## config.mk

```make
export PLATFORM = sky130hd
export DESIGN_NAME = dual_rotating_xor_checksum
export DESIGN_NICKNAME = d
export VERILOG_FILES = /design/src/rtl/drxc_pkg.sv /design/src/rtl/drxc_front.sv /design/src/rtl/drxc_queue.sv /design/src/rtl/drxc_back.sv /design/src/rtl/dual_rotating_xor_checksum.sv
export SDC_FILE = /design/constraint.sdc
export NUM_CORES = 1
export LEC_CHECK = 0
export BUFFER_PORTS_ARGS = -buffer_cell sky130_fd_sc_hd__buf_4
export CORE_MARGIN = 2
export CORE_UTILIZATION = 25
export CTS_BUF_LIST = sky130_fd_sc_hd__clkbuf_4 sky130_fd_sc_hd__clkbuf_8
export CTS_CLUSTER_SIZE = 20
export DETAILED_ROUTE_END_ITERATION = 16
export PLACE_DENSITY_LB_ADDON = 0.08
export SLEW_MARGIN = 5
export SYNTH_ARGS = -nofsm -noshare
export SYNTH_HDL_FRONTEND = slang
export SYNTH_SLANG_ARGS = --single-unit
```

## constraint.sdc

```tcl
create_clock -name clk -period 11.6 [get_ports clk]
set_input_delay 0.58 -clock clk [delete_from_list [all_inputs] [get_ports clk]]
set_output_delay 0.58 -clock clk [all_outputs]
set_load 0.02 [all_outputs]
```

## src/rtl/drxc_pkg.sv

```systemverilog
package drxc_pkg;

    // command codes of the input channel
    typedef enum logic [1:0] {
        OP_LOAD   = 2'd0,
        OP_SEQ    = 2'd1,
        OP_SETPOS = 2'd2,
        OP_POS    = 2'd3
    } op_t;

    localparam int QUEUE_DEPTH = 2;

    // classified item handed from front to back
    // arg31/arg30 carry reduced counters for a load, reduced positions for set position
    typedef struct packed {
        op_t         op;
        logic [7:0]  data_byte;
        logic [30:0] word31;
        logic [29:0] word30;
        logic [4:0]  arg31;
        logic [4:0]  arg30;
    } item_t;

    // x mod 31, using 2^5 = 1 mod 31
    function automatic logic [4:0] mod31(input logic [31:0] x);
        logic [7:0] s;
        logic [5:0] t;
        s = 8'(x[4:0]) + 8'(x[9:5]) + 8'(x[14:10]) + 8'(x[19:15])
          + 8'(x[24:20]) + 8'(x[29:25]) + 8'(x[31:30]);
        t = 6'(s[4:0]) + 6'(s[7:5]);
        return (t >= 6'd31) ? 5'(t - 6'd31) : t[4:0];
    endfunction

    // x mod 15, using 2^4 = 1 mod 15
    function automatic logic [3:0] mod15(input logic [31:0] x);
        logic [6:0] s;
        logic [4:0] t;
        s = 7'(x[3:0]) + 7'(x[7:4]) + 7'(x[11:8]) + 7'(x[15:12])
          + 7'(x[19:16]) + 7'(x[23:20]) + 7'(x[27:24]) + 7'(x[31:28]);
        t = 5'(s[3:0]) + 5'(s[6:4]);
        return (t >= 5'd15) ? 4'(t - 5'd15) : t[3:0];
    endfunction

    // x mod 30 from x mod 15 and the parity of x
    function automatic logic [4:0] mod30(input logic [31:0] x);
        logic [3:0] a;
        a = mod15(x);
        return (a[0] == x[0]) ? {1'b0, a} : ({1'b0, a} + 5'd15);
    endfunction

endpackage

```

## src/rtl/drxc_front.sv

```systemverilog
module drxc_front (
    input  logic               in_valid,
    output logic               in_ready,
    input  logic [1:0]         cmd,
    input  logic [7:0]         data_byte,
    input  logic [31:0]        offset,
    input  logic [30:0]        load_sum31,
    input  logic [29:0]        load_sum30,
    input  logic [7:0]         load_count31,
    input  logic [7:0]         load_count30,
    input  logic               q_full,
    output logic               q_push,
    output drxc_pkg::item_t    q_item
);

    assign in_ready = !q_full;
    assign q_push   = in_valid && !q_full;

    always_comb
    begin
        q_item.op        = drxc_pkg::op_t'(cmd);
        q_item.data_byte = data_byte;
        q_item.word31    = load_sum31;
        q_item.word30    = load_sum30;
        case (drxc_pkg::op_t'(cmd))
            drxc_pkg::OP_LOAD:
            begin
                q_item.arg31 = drxc_pkg::mod31({24'd0, load_count31});
                q_item.arg30 = drxc_pkg::mod30({24'd0, load_count30});
            end
            drxc_pkg::OP_SETPOS:
            begin
                q_item.arg31 = drxc_pkg::mod31(offset);
                q_item.arg30 = drxc_pkg::mod30(offset);
            end
            default:
            begin
                q_item.arg31 = '0;
                q_item.arg30 = '0;
            end
        endcase
    end

endmodule

```

## src/rtl/drxc_queue.sv

```systemverilog
module drxc_queue #(
    parameter int Depth = drxc_pkg::QUEUE_DEPTH
) (
    input  logic               clk,
    input  logic               rst_n,
    input  logic               push,
    input  drxc_pkg::item_t    push_item,
    output logic               full,
    input  logic               pop,
    output drxc_pkg::item_t    pop_item,
    output logic               empty
);

    localparam int PtrW = (Depth > 1) ? $clog2(Depth) : 1;
    localparam int CntW = $clog2(Depth + 1);

    drxc_pkg::item_t mem [Depth];

    logic [PtrW-1:0] wr_ptr_reg, wr_ptr_next;
    logic [PtrW-1:0] rd_ptr_reg, rd_ptr_next;
    logic [CntW-1:0] count_reg, count_next;

    assign full     = (count_reg == CntW'(Depth));
    assign empty    = (count_reg == '0);
    assign pop_item = mem[rd_ptr_reg];

    always_comb
    begin
        wr_ptr_next = wr_ptr_reg;
        rd_ptr_next = rd_ptr_reg;
        count_next  = count_reg;
        if (push)
        begin
            wr_ptr_next = (wr_ptr_reg == PtrW'(Depth - 1)) ? '0 : wr_ptr_reg + PtrW'(1);
        end
        if (pop)
        begin
            rd_ptr_next = (rd_ptr_reg == PtrW'(Depth - 1)) ? '0 : rd_ptr_reg + PtrW'(1);
        end
        if (push && !pop)
        begin
            count_next = count_reg + CntW'(1);
        end
        else if (pop && !push)
        begin
            count_next = count_reg - CntW'(1);
        end
    end

    always_ff @(posedge clk or negedge rst_n)
    begin
        if (!rst_n)
        begin
            wr_ptr_reg <= '0;
            rd_ptr_reg <= '0;
            count_reg  <= '0;
        end
        else
        begin
            wr_ptr_reg <= wr_ptr_next;
            rd_ptr_reg <= rd_ptr_next;
            count_reg  <= count_next;
        end
    end

    always_ff @(posedge clk)
    begin
        if (push)
        begin
            mem[wr_ptr_reg] <= push_item;
        end
    end

endmodule

```

## src/rtl/drxc_back.sv

```systemverilog
module drxc_back (
    input  logic               clk,
    input  logic               rst_n,
    input  logic               cyclic_mode,
    input  logic               q_empty,
    input  drxc_pkg::item_t    q_item,
    output logic               q_pop,
    output logic               out_valid,
    input  logic               out_ready,
    output logic [30:0]        sum31,
    output logic [29:0]        sum30,
    output logic [4:0]         count31,
    output logic [4:0]         count30
);

    logic [30:0] word31_reg, word31_next;
    logic [29:0] word30_reg, word30_next;
    logic [4:0]  ctr31_reg, ctr31_next;
    logic [4:0]  ctr30_reg, ctr30_next;
    logic [4:0]  pos31_reg, pos31_next;
    logic [4:0]  pos30_reg, pos30_next;
    logic        out_valid_reg, out_valid_next;

    logic [30:0] seq31;
    logic [29:0] seq30;
    logic [4:0]  d31, d30, s31, s30;
    logic [61:0] wide31;
    logic [59:0] wide30;

    // state only moves when the result slot is free, so it doubles as the output register
    assign q_pop     = !q_empty && (!out_valid_reg || out_ready);
    assign out_valid = out_valid_reg;
    assign sum31     = word31_reg;
    assign sum30     = word30_reg;
    assign count31   = ctr31_reg;
    assign count30   = ctr30_reg;

    always_comb
    begin
        // sequential fold: xor then rotate by one or by eight
        seq31 = word31_reg ^ {23'd0, q_item.data_byte};
        seq30 = word30_reg ^ {22'd0, q_item.data_byte};
        if (cyclic_mode)
        begin
            seq31 = {seq31[22:0], seq31[30:23]};
            seq30 = {seq30[21:0], seq30[29:22]};
        end
        else
        begin
            seq31 = {seq31[29:0], seq31[30]};
            seq30 = {seq30[28:0], seq30[29]};
        end

        // positional fold: distance counter minus position, scaled by the rotation step
        d31 = (ctr31_reg >= pos31_reg) ? (ctr31_reg - pos31_reg)
                                       : (ctr31_reg + 5'd31 - pos31_reg);
        d30 = (ctr30_reg >= pos30_reg) ? (ctr30_reg - pos30_reg)
                                       : (ctr30_reg + 5'd30 - pos30_reg);
        // times eight mod 31 is a 5-bit rotate by three
        s31 = cyclic_mode ? {d31[1:0], d31[4:2]} : d31;
        s30 = cyclic_mode ? drxc_pkg::mod30({24'd0, d30, 3'd0}) : d30;
        wide31 = {23'd0, q_item.data_byte, 23'd0, q_item.data_byte} << s31;
        wide30 = {22'd0, q_item.data_byte, 22'd0, q_item.data_byte} << s30;

        word31_next    = word31_reg;
        word30_next    = word30_reg;
        ctr31_next     = ctr31_reg;
        ctr30_next     = ctr30_reg;
        pos31_next     = pos31_reg;
        pos30_next     = pos30_reg;
        out_valid_next = out_valid_reg && !out_ready;

        if (q_pop)
        begin
            out_valid_next = 1'b1;
            case (q_item.op)
                drxc_pkg::OP_LOAD:
                begin
                    word31_next = q_item.word31;
                    word30_next = q_item.word30;
                    ctr31_next  = q_item.arg31;
                    ctr30_next  = q_item.arg30;
                end
                drxc_pkg::OP_SEQ:
                begin
                    word31_next = seq31;
                    word30_next = seq30;
                    ctr31_next  = (ctr31_reg == 5'd30) ? 5'd0 : ctr31_reg + 5'd1;
                    ctr30_next  = (ctr30_reg == 5'd29) ? 5'd0 : ctr30_reg + 5'd1;
                end
                drxc_pkg::OP_SETPOS:
                begin
                    pos31_next = q_item.arg31;
                    pos30_next = q_item.arg30;
                end
                drxc_pkg::OP_POS:
                begin
                    word31_next = word31_reg ^ wide31[61:31];
                    word30_next = word30_reg ^ wide30[59:30];
                    pos31_next  = (pos31_reg == 5'd30) ? 5'd0 : pos31_reg + 5'd1;
                    pos30_next  = (pos30_reg == 5'd29) ? 5'd0 : pos30_reg + 5'd1;
                end
                default:
                begin
                    word31_next = word31_reg;
                end
            endcase
        end
    end

    always_ff @(posedge clk or negedge rst_n)
    begin
        if (!rst_n)
        begin
            word31_reg    <= '0;
            word30_reg    <= '0;
            ctr31_reg     <= '0;
            ctr30_reg     <= '0;
            pos31_reg     <= '0;
            pos30_reg     <= '0;
            out_valid_reg <= 1'b0;
        end
        else
        begin
            word31_reg    <= word31_next;
            word30_reg    <= word30_next;
            ctr31_reg     <= ctr31_next;
            ctr30_reg     <= ctr30_next;
            pos31_reg     <= pos31_next;
            pos30_reg     <= pos30_next;
            out_valid_reg <= out_valid_next;
        end
    end

endmodule

```

## src/rtl/dual_rotating_xor_checksum.sv

```systemverilog
// dual rotating xor checksum: a 31-bit and a 30-bit word with byte counters mod 31 / mod 30
// input channel: in_valid/in_ready transfer one command (load, sequential byte,
//   set position, positional byte) with all its payload fields
// output channel: out_valid/out_ready transfer one result per command, holding both
//   words and both counters as they stand after that command
// config channel: cfg_valid/cfg_ready transfer the cyclic_mode bit (rotate by 8 vs 1);
//   cfg_ready is always high, write only while the block is idle
// a result is offered once its command has passed through the queue and the back-end state register
// throughput: one command per cycle while the receiver takes each result, set by the state update in the back end
// the front end reduces offsets and loaded counters mod 31 / 30 and pushes into a
//   two-entry queue, so input transfers keep going while a result waits
// when the receiver stalls, the result and state hold, the queue fills, and in_ready
//   drops once it is full
// reset clears words, counters, positions, mode, queue and the result valid
module dual_rotating_xor_checksum #(
    parameter int QueueDepth = drxc_pkg::QUEUE_DEPTH
) (
    input  logic        clk,
    input  logic        rst_n,
    input  logic        cfg_valid,
    output logic        cfg_ready,
    input  logic        cfg_data,
    input  logic        in_valid,
    output logic        in_ready,
    input  logic [1:0]  cmd,
    input  logic [7:0]  data_byte,
    input  logic [31:0] offset,
    input  logic [30:0] load_sum31,
    input  logic [29:0] load_sum30,
    input  logic [7:0]  load_count31,
    input  logic [7:0]  load_count30,
    output logic        out_valid,
    input  logic        out_ready,
    output logic [30:0] sum31,
    output logic [29:0] sum30,
    output logic [4:0]  count31,
    output logic [4:0]  count30
);

    logic            cyclic_mode_reg;
    logic            q_push, q_pop, q_full, q_empty;
    drxc_pkg::item_t push_item, pop_item;

    // mode register, always ready for a transfer
    assign cfg_ready = 1'b1;

    always_ff @(posedge clk or negedge rst_n)
    begin
        if (!rst_n)
        begin
            cyclic_mode_reg <= 1'b0;
        end
        else if (cfg_valid)
        begin
            cyclic_mode_reg <= cfg_data;
        end
    end

    // front end: accept and classify, reduce wide operands
    drxc_front u_front (
        .in_valid     (in_valid),
        .in_ready     (in_ready),
        .cmd          (cmd),
        .data_byte    (data_byte),
        .offset       (offset),
        .load_sum31   (load_sum31),
        .load_sum30   (load_sum30),
        .load_count31 (load_count31),
        .load_count30 (load_count30),
        .q_full       (q_full),
        .q_push       (q_push),
        .q_item       (push_item)
    );

    // decoupling queue between front and back
    drxc_queue #(
        .Depth (QueueDepth)
    ) u_queue (
        .clk       (clk),
        .rst_n     (rst_n),
        .push      (q_push),
        .push_item (push_item),
        .full      (q_full),
        .pop       (q_pop),
        .pop_item  (pop_item),
        .empty     (q_empty)
    );

    // back end: checksum state, doubles as the result register
    drxc_back u_back (
        .clk         (clk),
        .rst_n       (rst_n),
        .cyclic_mode (cyclic_mode_reg),
        .q_empty     (q_empty),
        .q_item      (pop_item),
        .q_pop       (q_pop),
        .out_valid   (out_valid),
        .out_ready   (out_ready),
        .sum31       (sum31),
        .sum30       (sum30),
        .count31     (count31),
        .count30     (count30)
    );

endmodule
```

==> results.json <==
{
  "regMostFlops": "u_queue.mem",
  "setup_viol": 0,
  "die_area_um2": 73200,
  "finalHoldViolations": 0,
  "num_rows": 97,
  "drt_iter0_markers": 870,
  "maxSlewViolCount": 0,
  "instances_no_fill": 2937,
  "grt_pass1_wl_um": 100000,
  "grt_antenna_before_repair": 4,
  "totalWireLength_um": 67000,
  "synth-seq-area-share": 0.396,
  "placedCellCount": 2844,
  "skew_ns": 0.0512,
  "synth_flop_cell": "edfxtp_1",
  "drt_drc_violations_left": 0,
  "max_stage_delay_ns": 0.52,
  "layout_common_cells": "buf_4 (227), edfxtp_1 (162), nand2_1 (125)",
  "critPathBufInv": 3,
  "avgRoutedWirePerCell_um": 22.8,
  "critPathTopFamily": "adder cells",
  "overflow": 0,
  "cap_violations": 0,
  "track_usage": 0.180,
  "layout_min_cycle_time_ns": 6.46,
  "die_h_um": 271,
  "drive_above_1_share": 0.195,
  "grt_use_met3": 0.0338,
  "gr-usage-met2": 0.294,
  "coreArea_um2": 70100,
  "crit_arrival_ns": 6.87,
  "die_w_um": 271,
  "dp_hpwl_um": 48900,
  "ys_types": 89,
  "root_buffer": "clkbuf_8",
  "cts_buffers": 49,
  "yosysWarningCount": 0,
  "min_path_type": "in2reg",
  "relSlewSlack": 0.306,
  "setup-tns-final_ns": 0,
  "synthesis.area_um2": 17800,
  "vias": 15000,
  "clk_path_buf_depth": 3,
  "avgSynthCellArea_um2": 10.0,
  "dr.pass1.iters": 5,
  "synth-edff-count": 162,
  "max_clock_freq_mhz": 155,
  "syn-instance-count": 1771,
  "grt_pass1_vias": 15400,
  "ant_nets": 0,
  "clk_pin_slew_worst_paths_ns": 0.06,
  "cts_sinks": 249,
  "status": "finished clean",
  "routabilityCongestion": 0.818,
  "port_buffers": 197,
  "ys_ff_latch": 249,
  "fin_nets": 2208,
  "criticalPathCategory": "in2reg",
  "synth_fp_nets": 2023,
  "worst_setup_path_end_kind": "register",
  "layout_commonest_cell": "buf_4",
  "grt_max_degree": 58,
  "grt_setup_unrepaired": "false",
  "cp_common_cell": "fa_1",
  "io_pins": 199,
  "grt.busiest_layer": "met2",
  "cts_resized": 0,
  "cp.required_ns": 12.01,
  "worst_pin_slew_ns": 1.04,
  "crit_slowest_cell": "fa_1",
  "cp_max_fo": 5,
  "async_flop_share": 0.349,
  "insertion_delay_ns": 0.64,
  "syn_to_final_growth_pct": 20.4,
  "met1_usage": 0.242,
  "via_per_inst": 5.11,
  "largest_reg_flops": 162,
  "h-tree-depth": 2,
  "start_kind": "input pin",
  "initial_utilization": 0.253,
  "post-route-period-util": 0.557,
  "tritoncts": "built"
}
==> worst reg2reg max path, cell delays in order, from the launching register on <==
cell and delay, ns:
dfrtp_1 0.47, inv_1 0.12, ha_1 0.46, inv_1 0.13, ha_1 0.30, a21o_1 0.18, a21oi_1 0.17, xor2_1 0.25
or2_2 0.17, nand3_1 0.08, ha_1 0.20, ha_1 0.22, ha_1 0.35, ha_1 0.24, a21o_1 0.14, nand2_1 0.06
or4_1 0.43, nor3_2 0.27, o31a_1 0.26, o31a_1 0.69, mux2i_1 0.50, nor2_1 0.14, a311oi_1 0.31, o2bb2ai_1 0.11
==> path summary, 6_finish.rpt <==
check                                               from                           end  slack (ns)  cells past startpoint
hold reg to reg               u_back.out_valid$_DFF_PN0_    u_back.out_valid$_DFF_PN0_        0.52                      2
setup / recovery                               offset[0]   u_queue.mem[0][2]$_DFFE_PP_        5.14                     25
min in group asynchronous                          rst_n  u_back.sum31[21]$_DFFE_PN0P_        0.49                      2
hold / removal                             load_sum31[1]  u_queue.mem[0][41]$_DFFE_PP_        0.13                      1
max in group asynchronous                          rst_n   cyclic_mode_reg$_DFFE_PN0P_        9.70                      3
setup reg to reg           u_back.count30[2]$_DFFE_PN0P_   u_back.sum30[7]$_DFFE_PN0P_        5.27                     23
==> cell families (layout without fill, tap and decap cells) <==
group                      count (synthesis)  count (layout)  share of synthesized area
AOI/OAI and AO/OA                        526             526                      0.203
and+or+nand+nor                          437             437                      0.121
DFF                                      249             249                      0.396
buffers and inverters                    204             429                     0.0451
muxes                                    155             155                     0.0902
adders and majority gates                128             128                      0.109
xor gates and xnor gates                  71              71                     0.0350
other                                      1               2                   0.000211
==> timing repair <==
action | in CTS | in global routing
hold buffers | 1 | 0
hold endpoints to repair | 33 | 0
setup buffers | 0 | 0
==> through the flow <==
step	util	setup WS [ns]	area, µm²	hold slack (ns)
2_1_floorplan	-	5.04	17800	0.284
3_3_place_gp	0.290	4.57	20300	0.498
3_5_place_dp	0.290	4.50	20300	0.506
4_1_cts	0.305	5.15	21400	0.0722
5_1_grt	0.305	4.70	21400	0.0918
6_report	0.305	5.14	21400	0.129
==> final cells by class <==
| cell class | instances | area [µm²] |
|---|---|---|
| tap | 940 | 1180 |
| sequential | 249 | 7050 |
| clock inverter | 18 | 163 |
| clock buffer | 73 | 861 |
| fill | 7425 | 48800 |
| antenna | 1 | 2.50 |
| multi-input combinational | 1318 | 10000 |
| timing repair buffer | 228 | 1710 |
| inverter | 110 | 413 |
==> routing by layer <==
layer / part of all wire / wire length, µm
met1: 0.46 / 30800
met2: 0.46 / 31000
met5: 0.00015 / 10
met3: 0.052 / 3480
met4: 0.026 / 1740
==> synth_stat cells (41+ instances only) <==
cell type	instances	area share
nand2_1	126	0.027
clkbuf_1	61	0.013
nor2_1	102	0.022
ha_1	82	0.058
edfxtp_1	162	0.27
a211oi_1	45	0.019
o21ai_0	104	0.029
inv_1	109	0.023
mux2i_1	115	0.065
fa_1	45	0.051
dfrtp_1	87	0.12
o22ai_1	54	0.019
nor3_1	41	0.012
a21oi_1	91	0.026
xnor2_1	47	0.023
Power is not shown: default switching activity piles up to over one toggle a cycle in this logic, so the estimate is an artifact.
